## config.mk

```make
export PLATFORM = sky130hd
export DESIGN_NAME = mtw_queue
export DESIGN_NICKNAME = d
export VERILOG_FILES = /design/src/rtl/mtw_pkg.sv /design/src/rtl/mtw_queue.sv
export SDC_FILE = /design/constraint.sdc
export NUM_CORES = 1
export LEC_CHECK = 0
export ABC_AREA = 1
export BUFFER_PORTS_ARGS = -buffer_cell sky130_fd_sc_hd__buf_2
export CORE_AREA = 2 2 39 41
export DETAILED_ROUTE_END_ITERATION = 7
export DIE_AREA = 0 0 41 43
export PLACE_DENSITY = 0.49
export SYNTH_ARGS = -nofsm -noshare
export SYNTH_HDL_FRONTEND = slang
export SYNTH_SLANG_ARGS = --single-unit
```

## constraint.sdc

```tcl
create_clock -name clock -period 1.25 [get_ports clock]
set_input_delay 0.25 -clock clock [delete_from_list [all_inputs] [get_ports clock]]
set_output_delay 0.25 -clock clock [all_outputs]
set_load 0.05 [all_outputs]
```

## src/rtl/mtw_pkg.sv

```systemverilog
// ----------------------------------------------------------------------------
// MT19937 word generator package
// Shared constants, request codes, queue entry type and the tempering and
// twist functions of the word generator.
// ----------------------------------------------------------------------------
package mtw_pkg;

   localparam int STATE_DEPTH = 624;
   localparam int MID_OFFSET  = 397;
   localparam int BACK_STEP   = STATE_DEPTH - MID_OFFSET;
   localparam int ADDR_W      = $clog2(STATE_DEPTH);

   localparam int QUEUE_DEPTH = 2;
   localparam int QPTR_W      = (QUEUE_DEPTH > 1) ? $clog2(QUEUE_DEPTH) : 1;
   localparam int QCNT_W      = $clog2(QUEUE_DEPTH + 1);

   localparam logic [31:0] SEED_MULT    = 32'd1812433253;
   localparam logic [31:0] TWIST_MATRIX = 32'h9908b0df;
   localparam logic [31:0] TEMPER_B     = 32'h9d2c5680;
   localparam logic [31:0] TEMPER_C     = 32'hefc60000;
   localparam logic [31:0] TOP_BIT      = 32'h80000000;
   localparam logic [31:0] LOW_BITS     = 32'h7fffffff;
   localparam logic [31:0] SEED_RESET   = 32'd5489;

   typedef enum logic {
      OP_DRAW,
      OP_SEED_DRAW
   } mtw_op_type;

   typedef struct packed {
      logic       valid;
      mtw_op_type op;
   } mtw_entry_type;

   function automatic logic [31:0] mtw_temper(input logic [31:0] w);
      logic [31:0] t;
      t = w ^ (w >> 11);
      t = t ^ ((t << 7) & TEMPER_B);
      t = t ^ ((t << 15) & TEMPER_C);
      t = t ^ (t >> 18);
      return t;
   endfunction

   function automatic logic [31:0] mtw_twist(input logic [31:0] cur,
                                             input logic [31:0] nxt,
                                             input logic [31:0] mid);
      logic [31:0] mix;
      logic [31:0] res;
      mix = (cur & TOP_BIT) | (nxt & LOW_BITS);
      res = mid ^ (mix >> 1);
      if (mix[0]) begin
         res = res ^ TWIST_MATRIX;
      end
      return res;
   endfunction

endpackage

```

## src/rtl/mtw_queue.sv

```systemverilog
// ----------------------------------------------------------------------------
// MT19937 request queue
// Short queue of classified requests between the front end and the
// generator back end.
// ----------------------------------------------------------------------------
module mtw_queue (
   input  logic                   clock,
   input  logic                   reset,
   input  mtw_pkg::mtw_entry_type push,
   output logic                   full,
   output mtw_pkg::mtw_entry_type head,
   input  logic                   pop
);

   mtw_pkg::mtw_op_type             entry_ff [mtw_pkg::QUEUE_DEPTH];
   logic [mtw_pkg::QPTR_W-1:0]      wr_ptr_ff, wr_ptr_in;
   logic [mtw_pkg::QPTR_W-1:0]      rd_ptr_ff, rd_ptr_in;
   logic [mtw_pkg::QCNT_W-1:0]      count_ff, count_in;
   logic                            do_push;
   logic                            do_pop;

   function automatic logic [mtw_pkg::QPTR_W-1:0] bump(
      input logic [mtw_pkg::QPTR_W-1:0] p);
      if (p == mtw_pkg::QPTR_W'(mtw_pkg::QUEUE_DEPTH - 1)) begin
         return '0;
      end
      return p + 1'b1;
   endfunction

   assign full       = (count_ff == mtw_pkg::QCNT_W'(mtw_pkg::QUEUE_DEPTH));
   assign head.valid = (count_ff != '0);
   assign head.op    = entry_ff[rd_ptr_ff];
   assign do_push    = push.valid && !full;
   assign do_pop     = pop && head.valid;

   always_comb begin
      wr_ptr_in = do_push ? bump(wr_ptr_ff) : wr_ptr_ff;
      rd_ptr_in = do_pop ? bump(rd_ptr_ff) : rd_ptr_ff;
      count_in  = count_ff;
      if (do_push && !do_pop) begin
         count_in = count_ff + 1'b1;
      end else if (do_pop && !do_push) begin
         count_in = count_ff - 1'b1;
      end
   end

   always_ff @(posedge clock) begin
      if (reset) begin
         wr_ptr_ff <= '0;
         rd_ptr_ff <= '0;
         count_ff  <= '0;
      end else begin
         wr_ptr_ff <= wr_ptr_in;
         rd_ptr_ff <= rd_ptr_in;
         count_ff  <= count_in;
      end
      if (do_push) begin
         entry_ff[wr_ptr_ff] <= push.op;
      end
   end

endmodule

```

==> flow_summary.ini, run 1 <==
[status]
outcome = complete, but fails checks
failed_checks = setup timing

[sta]
hold_violations = 0
fin_skew_ns = 0.00352
fin_crit_ns = 1.28
setup_viol = 2
fmax_ghz = 0.780
finalCritPeriodShare_pct = 103
maxSlewViolCount = 0
setup_tns_ns = -0.0399
rsz0062_at_grt = true
slew_headroom_pct = 89.2
tightest_slew_ns = 0.161
whs_ns = 0.193
setup_ws_ns = -0.0320

[cells_and_area]
design_area_um2 = 532
layout_commonest_cell = nor2_1
area_growth_syn_to_layout_pct = 68.7
nNetsFinal = 64
final_util_pct = 38.4
drive_above_1_share_pct = 50.9
layout_common_cells = nor2_1, nand2_1, buf_4
antennaDiodeCount = 0
stdcell_count = 73
fillers = 140

[route]
drc = 0
first_pass_iters = 1
routed_wl_um = 676
antenna_left = 0
drtIter0Drc = 0
vias = 303
via_per_inst = 4.15
post_drt_wl_per_cell_um = 9.26

[global_routing]
grtUsageTotal_pct = 10.9
antenna_found_initial = 0
grt_max_degree = 5
grt_pass1_wl_um = 1190
grt_pass1_vias = 289
grt_overflow = 0

[clock_network]
cts-htree-levels = 1
clkLatencyLatePin_ns = 0.25
numCtsBuffers = 3
root_buffer = clkbuf_4
hold_buffers = 0
cts.path.max_buffers = 2
cts.sinks = 7
clk_pin_slew_ns = 0.05
cts_tree = yes

[worst_setup_path]
arrival_ns = 1.03
crit_type = flip-flop to output port
crit_fanout = 1
crit_path_cell_trace = mux2_4, buf_8
startpoint_type = flip-flop
path_delay_family = flip-flops
worstPathRequired_ns = 1.00
crit_buf_inv = 1
crit_slowest_cell = edfxtp_1
cp_slowest_stage_delay_ns = 0.35
cp-end-kind = output port

[placement]
io_buffer_count = 7
dpl_worst_slack_ns = -0.0713
place.gp.congestion = 0.712
dp_hpwl_um = 479
place_area_um2 = 428
placed_cells = 68

[yosys]
syn_inst = 40
synth_nets = 46
ys_types = 13
synth_area_um2 = 315
seq_area_frac_synth_pct = 50.8
synth-seq-cells = 7
yosys_warnings = 0
syn_avg_cell_area_um2 = 7.88

[die]
initial_core_util_pct = 22.8
die_h_um = 43
core-area_um2 = 1380
io_pins = 8
std_cell_rows = 14
die_w_um = 41
die_area_um2 = 1760

[flow_run]
maxCapViolCount = 0

[pwr]
totalPowerFinal_mw = 1.42
peakVddDrop_uv = 1180
power_density_nw_per_um2 = 2660
p_leak_nw = 0.243

[worst_hold_path]
hold_path.class = input pin to flip-flop
synthesized netlist by cell type:
cell type,count,share of area [%]
inv_2,1,1.2
inv_1,7,8.3
nor2_1,8,9.5
nand4_1,1,2.0
nand3_1,2,3.2
mux2_2,1,3.6
ha_1,1,4.0
edfxtp_1,2,19
a21oi_1,2,3.2
o21ai_0,2,3.2
dfxtp_1,5,32
o21ai_2,1,2.8
nand2_1,7,8.3
final cells by class:
class / instances / area, um2 / share of cell area (%)
Multi-Input combinational cell: 25 / 175 / 32.9
Sequential cell: 7 / 166 / 31.3
Timing Repair Buffer: 13 / 106 / 20.0
Inverter: 8 / 37.5 / 7.06
Clock buffer: 4 / 26.3 / 4.94
Tap cell: 16 / 20.0 / 3.76
cells by family (layout without fill, tap and decap cells):
kind of cell / after synthesis / after routing / synth area share, %
and+or+nand+nor: 18 / 18 / 23.0
buffers and inverters: 8 / 25 / 9.52
DFF: 7 / 7 / 50.8
AOI/OAI and AO/OA: 5 / 5 / 9.13
adders and majority gates: 1 / 1 / 3.97
muxes: 1 / 1 / 3.57
path summary, 6_finish.rpt:
check | start | end | slack [ns] | cells after the start
setup reg to reg | count_ff[1] | count_ff[0] | 0.04 | 7
hold / removal | push[0] | entry_ff[1] | 0.19 | 1
hold reg to reg | wr_ptr_ff | wr_ptr_ff | 0.50 | 2
setup / recovery | entry_ff[0] | head[0] | -0.03 | 2
metal layers:
metal  share of wire [%]  track usage, %  vias up  routed length [um]
li1                    -               -      160                   -
met2                  50            14.4        9                 339
met4                   0            6.00        0                   0
met5                   0               0        -                   0
met3                 7.8            7.85        0                  53
met1                  42            12.3      134                 283
repair_timing:
| item | 4_1_cts | 5_1_grt |
|---|---|---|
| resized for setup | 15 | 6 |
| pin swaps | 2 | 1 |
| setup buffers | 1 | 0 |
| endpoints found under the setup margin | 5 | 4 |
power by group:
part	internal, mW	switching (mW)	leakage (nW)
Combinational	0.372	0.464	0.167
Sequential	0.315	0.0593	0.0614
Clock	0.122	0.0836	0.0150
Total	0.808	0.607	0.243
Note: power is estimated with default switching activity, not from simulation.
==> inputs of run 2 (changes only) <==
--- a/config.mk
+++ b/config.mk
@@ -11,6 +11,7 @@
 export DETAILED_ROUTE_END_ITERATION = 7
 export DIE_AREA = 0 0 41 43
 export PLACE_DENSITY = 0.49
+export SETUP_SLACK_MARGIN = 0.4
 export SYNTH_ARGS = -nofsm -noshare
 export SYNTH_HDL_FRONTEND = slang
 export SYNTH_SLANG_ARGS = --single-unit
==> flow_summary.ini, run 2 (same netlist as run 1, synthesis figures left out) <==
[clock_network]
root_buffer = clkbuf_4
cts.path.max_buffers = 2
cts.sinks = 7
cts_tree = yes
clk_pin_slew_ns = 0.05
numCtsBuffers = 3
hold_buffers = 0
cts-htree-levels = 1
clkLatencyLatePin_ns = 0.25

[die]
std_cell_rows = 14
die_area_um2 = 1760
die_h_um = 43
die_w_um = 41
initial_core_util_pct = 22.8
core-area_um2 = 1380
io_pins = 8

[sta]
hold_violations = 0
maxSlewViolCount = 0
finalCritPeriodShare_pct = 102
fmax_ghz = 0.782
setup_viol = 1
fin_skew_ns = 0.00148
whs_ns = 0.197
tightest_slew_ns = 0.168
slew_headroom_pct = 88.8
rsz0062_at_grt = true
setup_ws_ns = -0.0286
fin_crit_ns = 1.28

[route]
routed_wl_um = 649
antenna_left = 0
drc = 0
first_pass_iters = 2
post_drt_wl_per_cell_um = 8.77
vias = 314
drtIter0Drc = 6
via_per_inst = 4.24

[pwr]
totalPowerFinal_mw = 1.58
peakVddDrop_uv = 1080
p_leak_nw = 0.263
power_density_nw_per_um2 = 2660

[status]
failed_checks = setup timing
outcome = complete, but fails checks

[global_routing]
grt_max_degree = 5
antenna_found_initial = 0
grt_pass1_vias = 301
grt_overflow = 0
grtUsageTotal_pct = 8.96
grt_pass1_wl_um = 1010

[worst_hold_path]
hold_path.class = input pin to flip-flop

[cells_and_area]
antennaDiodeCount = 0
final_util_pct = 42.9
multi_input_area_um2 = 219
layout_common_cells = buf_6, nand2_1, inv_1, nor2_1, buf_2
fillers = 143
area_growth_syn_to_layout_pct = 88.1
regArea_um2 = 165
nNetsFinal = 65
drive_above_1_share_pct = 60.3
layout_commonest_cell = buf_6

[worst_setup_path]
crit_fanout = 1
arrival_ns = 1.03
startpoint_type = flip-flop
cp-end-kind = output port
crit_type = flip-flop to output port
worstPathRequired_ns = 1.00

[placement]
dp_hpwl_um = 456
place.gp.congestion = 0.693
io_buffer_count = 7

[flow_run]
maxCapViolCount = 0
[run 2: cell count changes in the layout (fill, tap and decap cells not counted), sizes merged]
cell	delta
buf	+1
[run 2: per-layer routing]
metal  GRT usage [%]  part of all wire [%]  vias to the layer above
met3            7.85                   4.3                        0
met1            8.77                    38                      145
met4            2.00                     0                        0
met5               0                     0                        -
met2            13.8                    57                        6
li1                -                     -                      163
[run 2: layout make-up]
cell class	instances	area share, %
multi-input combinational	25	36.9
sequential	7	27.8
timing repair buffer	14	21.1
inverter	8	6.33
clock buffer	4	4.43
tap	16	3.38
[run 2: critical path, cell delays in order, from the launching register on]
cell and delay (ns):
edfxtp_1 0.35, mux2_4 0.28, buf_6 0.15
[run 2: worst paths after layout]
check	start	to	slack, ns	cells past startpoint
min	push[0]	entry_ff[0]	0.20	1
max	entry_ff[0]	head[0]	-0.03	2
min reg2reg	wr_ptr_ff	wr_ptr_ff	0.52	2
max reg2reg	count_ff[1]	count_ff[1]	0.05	9
[run 2: repair_timing]
| action | CTS | global route |
|---|---|---|
| setup buffers | 5 | 2 |
| endpoints found under the setup margin | 10 | 10 |
| resized for setup | 16 | 4 |
| pin swaps | 8 | 2 |
[run 2: stage by stage]
stage | setup WS, ns | TNS (ns) | instances | area (um2)
4_1_cts | -0.0516 | -0.0516 | 72 | 559
3_5_place_dp | 0.00289 | 0 | 63 | 438
3_3_place_gp | 0.00571 | 0 | 63 | 438
6_report | -0.0286 | -0.0286 | 74 | 593
5_1_grt | -0.0814 | -0.137 | 74 | 593
2_1_floorplan | 0.0701 | 0 | 40 | 383
[run 2: where the power goes]
group          internal (mW)  total [mW]  switching, mW
registers              0.313       0.391         0.0777
clock network          0.122       0.201         0.0796
logic                  0.466       0.984          0.519
